==> src/hw/rtl/tpc_lerp.sv <==
// One interpolated lane a + round((b - a) * t), multiply and round in two stages.
`timescale 1ns / 1ps
module tpc_lerp #(
    parameter int W  = 16,
    parameter int TB = 14
) (
    input  logic                aclk,
    input  logic                en,
    input  logic signed [W-1:0] a,
    input  logic signed [W-1:0] b,
    input  logic [TB-1:0]       t,
    output logic signed [W-1:0] r
);
    localparam int PW = W + TB + 2;
    localparam logic signed [PW-1:0] HALF = PW'(1) << (TB - 1);

    logic signed [W:0]    diff;
    logic signed [PW-1:0] prod_reg;
    logic signed [PW-1:0] rnd;
    logic signed [PW-1:0] shifted;
    logic signed [W-1:0]  a_reg;
    logic signed [W-1:0]  r_reg;

    assign diff    = (W+1)'(b) - (W+1)'(a);
    assign rnd     = prod_reg + HALF;
    assign shifted = rnd >>> TB;

    always_ff @(posedge aclk) begin
        if (en) begin
            prod_reg <= diff * $signed({1'b0, t});
            a_reg    <= a;
            r_reg    <= a_reg + W'(shifted);
        end
    end

    assign r = r_reg;

endmodule

==> config.mk <==
export PLATFORM = sky130hd
export DESIGN_NAME = tpc_lerp
export DESIGN_NICKNAME = d
export VERILOG_FILES = /design/src/hw/rtl/tpc_lerp.sv
export SDC_FILE = /design/constraint.sdc
export NUM_CORES = 1
export LEC_CHECK = 0
export BUFFER_PORTS_ARGS = -buffer_cell sky130_fd_sc_hd__buf_2
export CORE_MARGIN = 4
export CORE_UTILIZATION = 55
export CTS_CLUSTER_SIZE = 40
export DETAILED_ROUTE_END_ITERATION = 10
export PLACE_DENSITY = 0.83
export SLEW_MARGIN = 10
export SYNTH_ARGS = -nofsm -noshare
export SYNTH_HDL_FRONTEND = slang
export SYNTH_SLANG_ARGS = --single-unit
==> constraint.sdc <==
create_clock -name aclk -period 11 [get_ports aclk]
set_input_delay 0.55 -clock aclk [delete_from_list [all_inputs] [get_ports aclk]]
set_output_delay 0.55 -clock aclk [all_outputs]
set_load 0.01 [all_outputs]
-- Word-level counts from Yosys, hierarchy flattened
Cells that the tools add are included.
- register bits: 62
- input bits: 48
- add/sub/neg operators: 3
- multipliers: 1
- operators by type and width (operator ; count):
    $add A30 B15 Y30 const B ; 1
    $mul A17 B15 Y30 ; 1
    $sub A16 B16 Y17 ; 1
    $add A16 B16 Y16 ; 1

-- Longest topological paths before layout
- depth in word-level cells: 2
- gate-level depth with buffers: 33
- gate-level depth less buffers: 32

-- Worst setup path before layout
No wires, ideal clock.
- kind: in2reg
- start: input port a[2]
- end: register prod_reg[28], data pin
- cell stages on the path: 32
- library setup time: 258 ps
- path slack: 3077 ps
- required time: 10742 ps
- path buffers: 1
- data arrival time: 7665 ps
- cells stage by stage: inv_1 -> ha_1 -> nor2b_1 -> o31a_1 -> o211ai_1 -> nand2_1 -> a21o_1 -> a21o_1 -> a21oi_2 -> buf_4 -> mux2i_1 -> fa_1 -> inv_1 -> fa_1 -> inv_1 -> fa_1 -> inv_1 -> fa_1 -> inv_1 -> fa_1 -> inv_1 -> fa_1 -> inv_1 -> ha_1 -> a2111oi_2 -> o21ai_1 -> a41o_1 -> a31o_1 -> a221o_1 -> o211a_1 -> a21oi_2 -> xnor2_1
- word-level cells in the longest chain between the ends: 2
- ends and longest elaborated chain (item ; RTL line ; source):
    start: declaration ; 9 ; input logic signed [W-1:0] a,
    $sub A16 B16 Y17 ; 24 ; assign diff = (W+1)'(b) - (W+1)'(a);
    $mul A17 B15 Y30 ; 30 ; prod_reg <= diff * $signed({1'b0, t});
    end signal: assignment ; 30 ;
    end: declaration ; 18 ; logic signed [PW-1:0] prod_reg;
No other way between the ends.
A chain may end at the register's enable or synchronous reset.

-- Worst setup path after layout
- start: input port b[0]
- end: register prod_reg[29], data pin
- word-level cells in the longest chain between the ends: 2
- ends and longest elaborated chain (item ; RTL line ; source):
    start: declaration ; 10 ; input logic signed [W-1:0] b,
    $sub A16 B16 Y17 ; 24 ;
    $mul A17 B15 Y30 ; 30 ;
No other way between the ends.

==> results.json <==
{
  "cp_slowest_cell": "nor2_1",
  "slew_viol_final": 0,
  "fillers": 1851,
  "grt.overflow.total": 0,
  "antenna_cells": 0,
  "finalCritPeriodShare_pct": 79.6,
  "grt_start_max_net_pins": 50,
  "finalSetupTns_ns": 0,
  "cts_buffers": 5,
  "globalplace.congestion": 0.878,
  "fin_crit_ns": 8.75,
  "grt_pass1_wl_microns": 50700,
  "wl_microns": 30600,
  "cts.path.max_buffers": 2,
  "die_h_microns": 159,
  "synth_edf_count": 49,
  "synth-compound-area-share_pct": 9.00,
  "ys_seq_area_share_pct": 11.8,
  "end_kind": "flip-flop",
  "slowest_delay_ns": 0.67,
  "layout-drive-gt1-share_pct": 7.75,
  "postSynthCellCount": 1376,
  "largest_reg_flops": 17,
  "async_flop_share_pct": 0,
  "ioPinCount": 64,
  "reg2regPathDepth": 11,
  "cts_tree": "yes",
  "ys_types": 56,
  "ys.flop_type": "edfxtp_1",
  "initial_utilization_pct": 56.7,
  "setup_viol": 0,
  "syn-cell-area_sq_mm": 0.0125,
  "post_cts_resized": 0,
  "drt_iter0_markers": 703,
  "slew_headroom_pct": 25.3,
  "cp.required_ns": 11.04,
  "critPathArrivalTime_ns": 8.80,
  "core_area_sq_mm": 0.0221,
  "drtPass1Iterations": 5,
  "synth_area_per_cell_sq_um": 9.10,
  "hold_class": "input pin to flip-flop",
  "synthSimpleGateAreaFrac_pct": 16.9,
  "syn_to_final_growth_pct": 5.52,
  "vias": 9675,
  "dp_hpwl_microns": 24000,
  "crit_top_cell": "fa_1",
  "ys_ff_latch": 49,
  "ys_warn_count": 0,
  "skew_ns": 0.00394,
  "h-tree-depth": 2,
  "max_freq_mhz": 114,
  "cts_sinks": 49,
  "rows": 54,
  "multi_input_area_sq_mm": 0.00982,
  "worstSkewPairLatency_ns": 0.29,
  "portBuffers": 63,
  "cts_setup_buffers": 0,
  "clk_pin_slew_ns": 0.07,
  "synth_xor_area_share_pct": 4.80,
  "fp.dieArea_sq_mm": 0.0252,
  "avgViaCountPerCell": 5.78,
  "rsz0062_at_grt": "no",
  "hold_buffers": 0,
  "critPathKind": "input pin to flip-flop",
  "cp_max_fo": 29,
  "synth_top_family_by_area": "adder cells",
  "antenna_found_initial": 2,
  "hold_viol": 0,
  "synthMuxAreaShare_pct": 2.52,
  "die_x_microns": 159,
  "drc_errors": 0,
  "max_slew.worst_pin.slew_ns": 1.12,
  "final_antenna_net_count": 0,
  "outcome": "finished clean",
  "maxCapViolCount": 0,
  "synthAdderAreaFrac_pct": 45.1,
  "syn_nets": 1746,
  "start_kind": "input pin",
  "min_path_cells": 1,
  "register_area_sq_mm": 0.00147,
  "grt_usage_pct": 24.4,
  "clk_root_buffer_cell": "clkbuf_16",
  "wl_per_cell_microns": 18.3,
  "grt_pass1_vias": 10500,
  "final_nets": 1763
}
[stage by stage]
| stage | worst slack (ns) | cells | util (%) | area (sq um) | hold WS (ns) |
|---|---|---|---|---|---|
| 5_1_grt | 1.90 | 1674 | 59.8 | 13200 | 0.439 |
| 3_3_place_gp | 2.25 | 1666 | 59.0 | 13000 | 0.569 |
| 4_1_cts | 2.33 | 1674 | 59.8 | 13200 | 0.438 |
| 3_5_place_dp | 2.04 | 1666 | 59.0 | 13000 | 0.573 |
| 6_report | 2.25 | 1674 | 59.8 | 13200 | 0.442 |
| 2_1_floorplan | 3.08 | 1376 | - | 12500 | 0.526 |
[kinds of logic after synthesis]
logic type,Yosys count
mux,30
flops,49
simple gates,421
buf+inv,328
fa+ha+maj,322
xor+xnor,67
compound gates,159
[area by class of cell]
cell class,count,share of cell area [%]
multi-input cells,999,74.3
flip-flops and latches,49,11.1
inverters,259,7.36
repair buffers,79,3.30
well taps,280,2.65
clock buffers,5,0.947
clock inverters,3,0.312
[synthesized netlist by cell type (18+ instances only)]
cell type	number	area (sq um)
xnor2_1	49	429
mux2i_1	18	180
and2_1	100	626
edfxtp_1	49	1470
inv_1	259	972
nor2b_1	38	238
a21o_1	23	173
clkbuf_1	59	221
a21oi_1	37	185
nand2b_1	24	150
nand2_1	176	661
ha_1	106	1330
o211ai_1	18	135
nor2_1	25	93.8
fa_1	216	4320
[cells in the final DEF (no fill, tap or decap), types with 24 or more instances in the layout]
master,n
and2_1,100
xnor2_1,48
a21oi_1,37
nor2_1,25
nor2b_1,38
inv_1,259
nand2_1,176
nand2b_1,24
edfxtp_1,49
fa_1,216
buf_2,63
ha_1,106
[path summary, 6_finish.rpt]
path,startpoint,to,slack [ns]
max,b[0],prod_reg[29],2.25
min,a[10],a_reg[10],0.44
max reg2reg,prod_reg[13],r[15],7.41
min reg2reg,a_reg[0],r[0],0.59
[layer usage]
metal  vias to the layer above  wire length (microns)  GRT usage (%)
li1                       4372                      -              -
met1                      4857                  11600           29.8
met2                       370                  16100           44.5
met3                        72                   2160           3.81
met4                         4                    734           7.22
met5                         -                     21              0
[worst max-delay path, delay by kind of cell]
family	cells	cell delay (ns)
AOI/OAI and AO/OA	11	2.60
and+or+nand+nor	4	1.05
buffers and inverters	6	0.53
adders and majority gates	9	3.74
xor gates and xnor gates	1	0.33
Power is left out: the tool's default activity adds up to more than one toggle a clock period on the data nets, which glitch-free logic cannot reach.
