==> config.mk <==
export PLATFORM = sky130hd
export DESIGN_NAME = tpc_emit
export DESIGN_NICKNAME = d
export VERILOG_FILES = /design/src/hw/rtl/tpc_pkg.sv /design/src/hw/rtl/tpc_emit.sv
export SDC_FILE = /design/constraint.sdc
export NUM_CORES = 1
export LEC_CHECK = 0
export BUFFER_PORTS_ARGS = -buffer_cell sky130_fd_sc_hd__buf_2
export CAP_MARGIN = 5
export CORE_AREA = 2 2 329 331
export DETAILED_ROUTE_END_ITERATION = 6
export DIE_AREA = 0 0 331 333
export PLACE_DENSITY = 0.46
export SLEW_MARGIN = 10
export SYNTH_ARGS = -nofsm -noshare
export SYNTH_HDL_FRONTEND = slang
export SYNTH_SLANG_ARGS = --single-unit
==> constraint.sdc <==
create_clock -name aclk -period 19.6 [get_ports aclk]
set_input_delay 3.92 -clock aclk [delete_from_list [all_inputs] [get_ports aclk]]
set_output_delay 3.92 -clock aclk [all_outputs]
set_load 0.05 [all_outputs]
==> src/hw/rtl/tpc_pkg.sv <==
// Shared types and constants of the triangle plane clipper.
`timescale 1ns / 1ps
package tpc_pkg;

    localparam int FIELD_W         = 48;
    localparam int TEX_W           = 16;
    localparam int COLOR_W         = 32;
    localparam int COORD_WIDTH_DEF = 16;
    localparam int T_FRAC_BITS_DEF = 14;
    localparam int CFG_IDX_W       = 3;
    localparam int NORMAL_Z_RESET  = 64;

    typedef enum logic [CFG_IDX_W-1:0] {
        REG_POINT_X  = 3'd0,
        REG_POINT_Y  = 3'd1,
        REG_POINT_Z  = 3'd2,
        REG_NORMAL_X = 3'd3,
        REG_NORMAL_Y = 3'd4,
        REG_NORMAL_Z = 3'd5
    } cfg_reg_t;

    typedef enum logic [1:0] {
        MODE_NONE = 2'd0,
        MODE_PASS = 2'd1,
        MODE_ONE  = 2'd2,
        MODE_TWO  = 2'd3
    } clip_mode_t;

    typedef struct packed {
        logic [COLOR_W-1:0] color;
        logic [FIELD_W-1:0] tex_c;
        logic [FIELD_W-1:0] tex_b;
        logic [FIELD_W-1:0] tex_a;
        logic [FIELD_W-1:0] vertex_c;
        logic [FIELD_W-1:0] vertex_b;
        logic [FIELD_W-1:0] vertex_a;
    } clip_in_t;

    typedef struct packed {
        logic               last_piece;
        logic               piece_index;
        logic [COLOR_W-1:0] out_color;
        logic [FIELD_W-1:0] out_tex_c;
        logic [FIELD_W-1:0] out_tex_b;
        logic [FIELD_W-1:0] out_tex_a;
        logic [FIELD_W-1:0] out_vertex_c;
        logic [FIELD_W-1:0] out_vertex_b;
        logic [FIELD_W-1:0] out_vertex_a;
    } clip_out_t;

    // Triangle context carried down the pipeline with the clip decision.
    typedef struct packed {
        logic [2:0][FIELD_W-1:0] vtx;
        logic [2:0][FIELD_W-1:0] tex;
        logic [COLOR_W-1:0]      color;
        clip_mode_t              mode;
        logic [1:0]              in0;
        logic [1:0]              in1;
        logic [1:0]              c1b;
        logic [1:0]              c2a;
        logic [1:0]              c2b;
    } clip_ctx_t;

endpackage

==> src/hw/rtl/tpc_emit.sv <==
// Output register that sends one or two triangles per input, or none for a fully clipped one.
`timescale 1ns / 1ps
module tpc_emit (
    input  logic                        aclk,
    input  logic                        aresetn,
    input  logic                        in_valid,
    input  tpc_pkg::clip_ctx_t          in_ctx,
    input  logic [tpc_pkg::FIELD_W-1:0] cut_vtx [2],
    input  logic [tpc_pkg::FIELD_W-1:0] cut_tex [2],
    output logic                        en,
    output logic                        m_valid,
    input  logic                        m_ready,
    output tpc_pkg::clip_out_t          m_data
);
    import tpc_pkg::*;

    logic               p_valid_reg;
    clip_ctx_t          p_ctx_reg;
    logic [FIELD_W-1:0] p_cv_reg [2];
    logic [FIELD_W-1:0] p_ct_reg [2];
    logic               piece_reg;
    logic               last;
    logic               consume;

    assign last    = (p_ctx_reg.mode != MODE_TWO) || piece_reg;
    assign consume = p_valid_reg && ((p_ctx_reg.mode == MODE_NONE) || (m_ready && last));
    assign en      = !p_valid_reg || consume;
    assign m_valid = p_valid_reg && (p_ctx_reg.mode != MODE_NONE);

    always_ff @(posedge aclk) begin
        if (!aresetn) begin
            p_valid_reg <= 1'b0;
            piece_reg   <= 1'b0;
        end else begin
            if (en) begin
                p_valid_reg <= in_valid;
            end
            if (m_valid && m_ready) begin
                piece_reg <= !last;
            end
        end
    end

    always_ff @(posedge aclk) begin
        if (en) begin
            p_ctx_reg <= in_ctx;
            p_cv_reg  <= cut_vtx;
            p_ct_reg  <= cut_tex;
        end
    end

    always_comb begin
        m_data             = '0;
        m_data.out_color   = p_ctx_reg.color;
        m_data.piece_index = piece_reg;
        m_data.last_piece  = last;
        case (p_ctx_reg.mode)
            MODE_ONE: begin
                m_data.out_vertex_a = p_ctx_reg.vtx[p_ctx_reg.in0];
                m_data.out_tex_a    = p_ctx_reg.tex[p_ctx_reg.in0];
                m_data.out_vertex_b = p_cv_reg[0];
                m_data.out_tex_b    = p_ct_reg[0];
                m_data.out_vertex_c = p_cv_reg[1];
                m_data.out_tex_c    = p_ct_reg[1];
            end
            MODE_TWO: begin
                if (piece_reg) begin
                    m_data.out_vertex_a = p_ctx_reg.vtx[p_ctx_reg.in1];
                    m_data.out_tex_a    = p_ctx_reg.tex[p_ctx_reg.in1];
                    m_data.out_vertex_b = p_cv_reg[0];
                    m_data.out_tex_b    = p_ct_reg[0];
                    m_data.out_vertex_c = p_cv_reg[1];
                    m_data.out_tex_c    = p_ct_reg[1];
                end else begin
                    m_data.out_vertex_a = p_ctx_reg.vtx[p_ctx_reg.in0];
                    m_data.out_tex_a    = p_ctx_reg.tex[p_ctx_reg.in0];
                    m_data.out_vertex_b = p_ctx_reg.vtx[p_ctx_reg.in1];
                    m_data.out_tex_b    = p_ctx_reg.tex[p_ctx_reg.in1];
                    m_data.out_vertex_c = p_cv_reg[0];
                    m_data.out_tex_c    = p_ct_reg[0];
                end
            end
            default: begin
                m_data.out_vertex_a = p_ctx_reg.vtx[0];
                m_data.out_vertex_b = p_ctx_reg.vtx[1];
                m_data.out_vertex_c = p_ctx_reg.vtx[2];
                m_data.out_tex_a    = p_ctx_reg.tex[0];
                m_data.out_tex_b    = p_ctx_reg.tex[1];
                m_data.out_tex_c    = p_ctx_reg.tex[2];
            end
        endcase
    end

endmodule

After elaboration in Yosys (flattened, before gate mapping). Index checks and enable logic that the tools add are counted.

$add $sub $neg: 0. Multiply operators: 0. Divide/modulo/power cells: 0. $lt $le $gt $ge: 2. Equality and inequality tests: 3. Shifts and indexed selects: 0. Mux-type cells: 10. Bitwise operators: 0. Reductions and logical operators: 11.

Operators by type and width (count): one-hot mux 288 bit (2 select lines) (1); binary-select mux 48 bit (select 2 bit) (4); 2-to-1 mux 288 bit (1); 2-to-1 mux 48 bit (4); less-than comparator 2 x 3 -> 1 bit, second input constant (2); equality test 2 bit, second input constant (2); logical AND 1 bit (4); logical OR 1 bit (3); zero test 1 bit (2); zero test 2 bit (1); != test 2 bit, second input constant (1); nonzero test 2 bit (1).

Register bits after elaboration: 520. Latch bits: 0. RAM bits: 0. Bits in read-only memories: 0. Input port bits: 528. Output and inout port bits: 324. Word-level logic and storage cells: 42. Memories kept: 0.

Longest topological paths before layout. Gate-level depths: netlist (run 1).

Depth after elaboration: 6. Depth in mapped cells: 7. Gate-level depth less buffers: 3.

Worst setup path before layout (run 1). OpenSTA, ideal clock, no wires.

Path kind: input -> output. From: input m_ready. To: output en. Arrival time: 14393 ps. Required time: 15680 ps. Setup slack: 1287 ps. Stages on the path: 3. Path buffers: 0. Cell sequence: o21bai_1 -> a21boi_1 -> inv_1.

Longest elaborated chain between the ends: 4.

RTL lines: start, declared (RTL line tpc_emit.sv:12) `input logic m_ready,`; logical AND 1 bit (RTL line tpc_emit.sv:26) `assign consume = p_valid_reg && ((p_ctx_reg.mode == MODE_NONE) || (m_ready && last));`; logical OR 1 bit (RTL line tpc_emit.sv:26); logical AND 1 bit (RTL line tpc_emit.sv:26); logical OR 1 bit (RTL line tpc_emit.sv:27) `assign en = !p_valid_reg || consume;`; end, declared (RTL line tpc_emit.sv:10) `output logic en,`.

Every way passes these cells.

Worst setup path after layout (run 1). Ends and elaborated chain as after synthesis.

==> results of run 1 <==
## cell usage in the layout, fill, tap and decap left out, drive strengths merged
cell / count
dfxtp: 2
nand3b: 1
a31o: 96
o221ai: 96
edfxtp: 518
clkbuf: 80
clkinv: 28
or2: 1
nand2: 289
nand3: 1
nor2: 97
o22ai: 96
o21bai: 1
buf: 881
nand2b: 2
inv: 101
o21a: 1
diode: 11
o221a: 96
clkinvlp: 1
a31oi: 96
o21ai: 1
bufinv: 7
mux2i: 192
nor2b: 3
a21boi: 3
o2bb2ai: 96
## per-stage QoR
| stage | utilization, % | hold WS, ns |
|---|---|---|
| final | 31.25 | 0.6002 |
| after global routing | 31.25 | 0.6514 |
| after CTS | 31.23 | 0.5965 |
| after detailed placement | 29.16 | 0.5830 |
| after global placement | 29.16 | 0.5765 |
| after floorplan | - | 0.5419 |
## worst min-delay path by stage
stage	slack, ns	endpoint	cells past startpoint	startpoint
global route	0.65	piece_reg	3	p_valid_reg
detailed placement	0.58	piece_reg	3	p_valid_reg
floorplan	0.54	piece_reg	3	p_valid_reg
global placement	0.58	piece_reg	3	p_valid_reg
finish	0.60	piece_reg	3	p_valid_reg
CTS	0.60	piece_reg	3	p_valid_reg
## power groups by stage
stage	clock [mW]	combinational (mW)	sequential (mW)
after floorplan	0	0.644	1.42
after global placement	0	0.890	1.41
after detailed placement	0	0.891	1.41
after CTS	1.30	0.893	1.39
after global routing	1.34	0.937	1.40
final	1.26	0.885	1.39
## layer usage
layer	routed length, µm	vias to the layer above	global-route usage (%)
li1	-	9353	-
met1	41520	10145	21.36
met2	50300	811	30.33
met3	9534	204	6.704
met4	3590	38	6.805
met5	236	-	0
## cells in the mapped netlist
master | number | area [µm²]
or2_0 | 1 | 6.260
nand3b_1 | 1 | 7.510
nand2b_4 | 1 | 13.76
buf_1 | 5 | 18.77
o221a_1 | 96 | 1081
o221ai_1 | 56 | 490.5
clkbuf_1 | 79 | 296.5
o21a_1 | 1 | 7.510
nor2b_2 | 1 | 8.760
a31o_1 | 96 | 840.8
edfxtp_1 | 518 | 15550
nor2b_1 | 1 | 6.260
clkbuf_4 | 2 | 15.01
buf_4 | 59 | 442.9
buf_6 | 22 | 247.7
o22ai_1 | 96 | 600.6
a21boi_1 | 2 | 15.01
mux2i_1 | 192 | 1922
buf_2 | 62 | 310.3
o221ai_2 | 40 | 600.6
a21boi_4 | 1 | 18.77
o2bb2ai_2 | 40 | 600.6
nand2b_1 | 1 | 6.260
dfxtp_1 | 2 | 40.04
nor2b_4 | 1 | 13.76
inv_1 | 97 | 364.1
nor2_1 | 97 | 364.1
a31oi_1 | 96 | 600.6
nand3_1 | 1 | 5.000
o21ai_0 | 1 | 5.000
nand2_1 | 289 | 1085
o2bb2ai_1 | 56 | 490.5
o21bai_1 | 1 | 7.510
## cell type report
cell class	instances	area, µm²
fillers	11079	73280
flip-flops and latches	520	15600
multi-input cells	1168	8822
repair buffers	881	4537
clock buffers	80	1755
well taps	1403	1755
clock inverters	40	454.2
inverters	97	371.6
diodes	11	27.53
## worst reg2reg max path, stage by stage, from the launching register on
cell      delay [ns]
edfxtp_1        0.38
buf_4           0.43
nand3b_1        0.30
a21boi_1        0.18
inv_8           0.60
buf_4           0.89
buf_4           0.80
buf_4           0.89
buf_4           0.88
## logic make-up (layout without fill, tap and decap cells)
family	count (synthesis)	count (layout)
AO/OA/AOI/OAI	582	582
flip-flops	520	520
AND/OR/NAND/NOR	394	394
buffers and inverters	326	1098
multiplexers	192	192
other	0	11
==> metrics.cfg, run 1 <==
[cts]
postCtsSetupRepairBufs=0
cts.sinks=520
htree_levels=3
post_cts_resized=0
hold_buffers=0
clockBufferDepth=3
cts-root-buf=clkbuf_16
clkTransAtPathRegs_ns=0.06
clk_latency_ns=0.65
cts_tree=built
cts_made_buffers=67

[worst_setup_path]
end_kind=output port
cp-endpoint=en
cp_slowest_cell=a21boi_1
worst_r2r_startpoint=p_ctx_reg[11]
reg2reg_slack_ns=13.82
crit_type=in2out
crit_buf_inv=3
r2r_end=p_ctx_reg[73]
crit_family=buffers and inverters
worstPathMaxFanout=123
r2r_cells=8
cpPeakStageDelay_ns=0.44
start_kind=input pin
crit_required_ns=15.68
arrival_ns=5.34
cp_num_cells=5
critPathLaunch=m_ready
crit_path_cell_trace=buf_2 > o21bai_1 > a21boi_1 > inv_8 > buf_2
crit_top_cell=buf_2

[sta]
finalHoldViolations=0
period_share_pct=47.24
tightestPinTransition_ns=1.049
max_freq_mhz=108.0
slew_headroom_pct=30.08
rsz0062_at_grt=no
finClkSkew_ns=0.02715
fin_crit_ns=9.258
drv_slew=0
finalWorstSetupSlack_ns=10.34
fin_setup_tns_ns=0
setup_viol=0

[floorplan]
rows=120
initial_core_util_pct=24.47
core-area_mm2=0.1066
ios=852
die-area_mm2=0.1102
die_w_um=331
die_h_um=333

[global_routing]
grt_first_pass_wirelength_um=147100
antenna_found_initial=35
grt_usage_pct=18.26
grt-ovfl-total=0
grt_max_degree=140
grt_pass1_vias=20659

[power]
total_power_mw=3.537
seqPwrFrac_pct=39.3
p_per_area_mw_per_mm2=106.2
ir_drop_uv=66.82
power_frac_comb_pct=25.0
intPower_mw=2.306
p_switching_mw=1.231
p_sw_share_pct=34.80
leakage_nw=13.60
clkPwrFrac_pct=35.7

[final_layout]
drive_gt1_share_pct=38.41
areaGrowthSynthToFinish_pct=27.72
fin_area_mm2=0.03332
instances_no_fill=4200
nNetsFinal=3263
largest_register_ffs=294

[yosys]
syn_nets=2542
syn_inst=2014
ys_seq_area_share_pct=59.78
avgSynthCellArea_um2=12.95
yosys.area_share.simple_pct=5.813
synth_xor_area_share_pct=0
synth_fa_ha_area_share_pct=0
syn_area_mm2=0.02609
synth-seq-cells=520
yosysWarnings=0
synth_compound_area_share_pct=20.54
ys_types=33
synthMuxAreaShare_pct=7.367
synth_top_family_by_area=compound AO/OA/AOI/OAI gates

[placement]
dp_slack_ns=10.25
dp_hpwl_um=71790
place_congestion=0.8018
dp.cells=4069
io_buffers=845
place_area_mm2=0.03108

[routing]
drt_first_iter_violations=1305
vias_per_cell=4.893
first_pass_iters=6
wl_per_cell_um=25.04
drc_errors=0
wirelength_um=105200
ant_nets=0
vias=20551

[status]
status=finished clean

[min_path]
hold_path_class=reg2reg

[run]
maxCapViolCount=0

Power figures use the tool's default switching activity.
==> inputs of run 2 (changes only) <==
- clock period: 19.6 -> 9 ns (I/O delays scaled with it)
==> run 2 against run 1 <==
Compared with the run above:
- hold slack worse by 0.015 ns
- global-route usage shrank 0.65 points
- final cell count increased by 0.17%
- count of clock-buffer cells in the layout stayed put
- clock skew down 0.014 ns
- die area is the same
- sequential cell count is the same
- setup slack worse by 6.8 ns
- register-to-register slack worse by 9.7 ns
- routed wire length fell by 2.7%
- total power up 110%
==> metrics.cfg, run 2 (synthesized netlist as in run 1, its figures left out) <==
[floorplan]
rows=120
ios=852
core-area_mm2=0.1066
die_h_um=333
die_w_um=331
die-area_mm2=0.1102
initial_core_util_pct=24.47

[placement]
dp.cells=4062
place_congestion=0.7977
io_buffers=845
dp_hpwl_um=69450
dp_slack_ns=3.341
place_area_mm2=0.03109

[cts]
cts_made_buffers=66
postCtsSetupRepairBufs=0
hold_buffers=0
clk_latency_ns=0.62
cts.sinks=520
post_cts_resized=0
clkTransAtPathRegs_ns=0.05
cts-root-buf=clkbuf_16
cts_tree=built
clockBufferDepth=3
htree_levels=3

[global_routing]
grt_max_degree=202
antenna_found_initial=56
grt-ovfl-total=0
grt_pass1_vias=20490
grt_usage_pct=17.60
grt_first_pass_wirelength_um=141800

[run]
maxCapViolCount=0

[worst_setup_path]
crit_family=buffers and inverters
crit_path_cell_trace=buf_2 > o21bai_1 > a21boi_2 > clkinvlp_4 > buf_2
crit_type=in2out
crit_required_ns=7.20
worstPathMaxFanout=40
start_kind=input pin
crit_buf_inv=3
end_kind=output port
reg2reg_slack_ns=4.11
cpPeakStageDelay_ns=0.83
arrival_ns=3.66
cp_slowest_cell=clkinvlp_4
crit_top_cell=buf_2

[final_layout]
instances_no_fill=4207
layout_common_cells=buf_2, edfxtp_1, nand2_1
areaGrowthSynthToFinish_pct=27.06
largest_register_ffs=294
fin_area_mm2=0.03315
drive_gt1_share_pct=37.87
final_common_cell=buf_2
final_util_pct=31.09
nNetsFinal=3255

[power]
leakage_nw=13.47
p_switching_mw=2.599
ir_drop_uv=156.9
total_power_mw=7.461
power_frac_comb_pct=25.7
seqPwrFrac_pct=40.5
intPower_mw=4.862
clkPwrFrac_pct=33.8
p_sw_share_pct=34.83
p_per_area_mw_per_mm2=225.1

[sta]
fin_setup_tns_ns=0
whs_ns=0.5857
fin_crit_ns=5.465
finalHoldViolations=0
drv_slew=0
finalWorstSetupSlack_ns=3.535
finClkSkew_ns=0.01342
tightestPinTransition_ns=1.106
setup_viol=0
rsz0062_at_grt=no
slew_headroom_pct=26.29
max_freq_mhz=183.0
period_share_pct=60.72

[routing]
drc_errors=0
wl_per_cell_um=24.32
vias=20412
vias_per_cell=4.852
ant_nets=0
wirelength_um=102300
drt_first_iter_violations=1245
first_pass_iters=7

[status]
status=finished clean

[min_path]
hold_path_class=reg2reg

run 2: cell count changes in the layout (fill, tap and decap cells not counted), sizes merged:
cell      previous run  this run
diode               11        29
inv                101        99
buf                881       874
clkinvlp             1         4
clkinv              28        27
bufinv               7         3
run 2: metal layers:
metal	vias to the layer above	global-route usage, %	wire length, µm	share of wire (%)
met3	205	6.906	9594	9.4
li1	9365	-	-	-
met2	795	29.16	48770	48
met1	10001	20.11	40010	39
met4	46	7.265	3675	3.6
met5	-	0	282	0.28
run 2: power by group through the flow:
stage                     sequential [mW]  combinational, mW  clock, mW
after CTS                            3.02               1.94       2.60
final                                3.02               1.92       2.52
after global placement               3.07               1.93          0
after global routing                 3.04               2.03       2.68
after floorplan                      3.06               1.40          0
after detailed placement             3.07               1.93          0
run 2: path summary, 6_finish.rpt:
check,from,endpoint,cells after the start
setup reg to reg,p_ctx_reg[11],p_ctx_reg[236],7
setup / recovery,m_ready,en,5
hold reg to reg,p_valid_reg,piece_reg,3
hold / removal,p_valid_reg,piece_reg,3
run 2: final cells by class:
cell class / count / area [µm²]
diodes: 29 / 72.57
clock buffers: 80 / 1725
multi-input cells: 1168 / 8826
inverters: 97 / 367.9
well taps: 1403 / 1755
clock inverters: 36 / 256.5
flip-flops and latches: 520 / 15600
fillers: 11012 / 73460
repair buffers: 874 / 4547
run 2: worst reg2reg max path, cell delays in order, from the launching register on:
cell and delay (ns):
edfxtp_1 0.59, buf_12 0.50, nand3b_1 0.28, a21boi_2 0.25, clkinvlp_4 0.83, buf_4 0.74, buf_12 0.43, buf_4 0.90
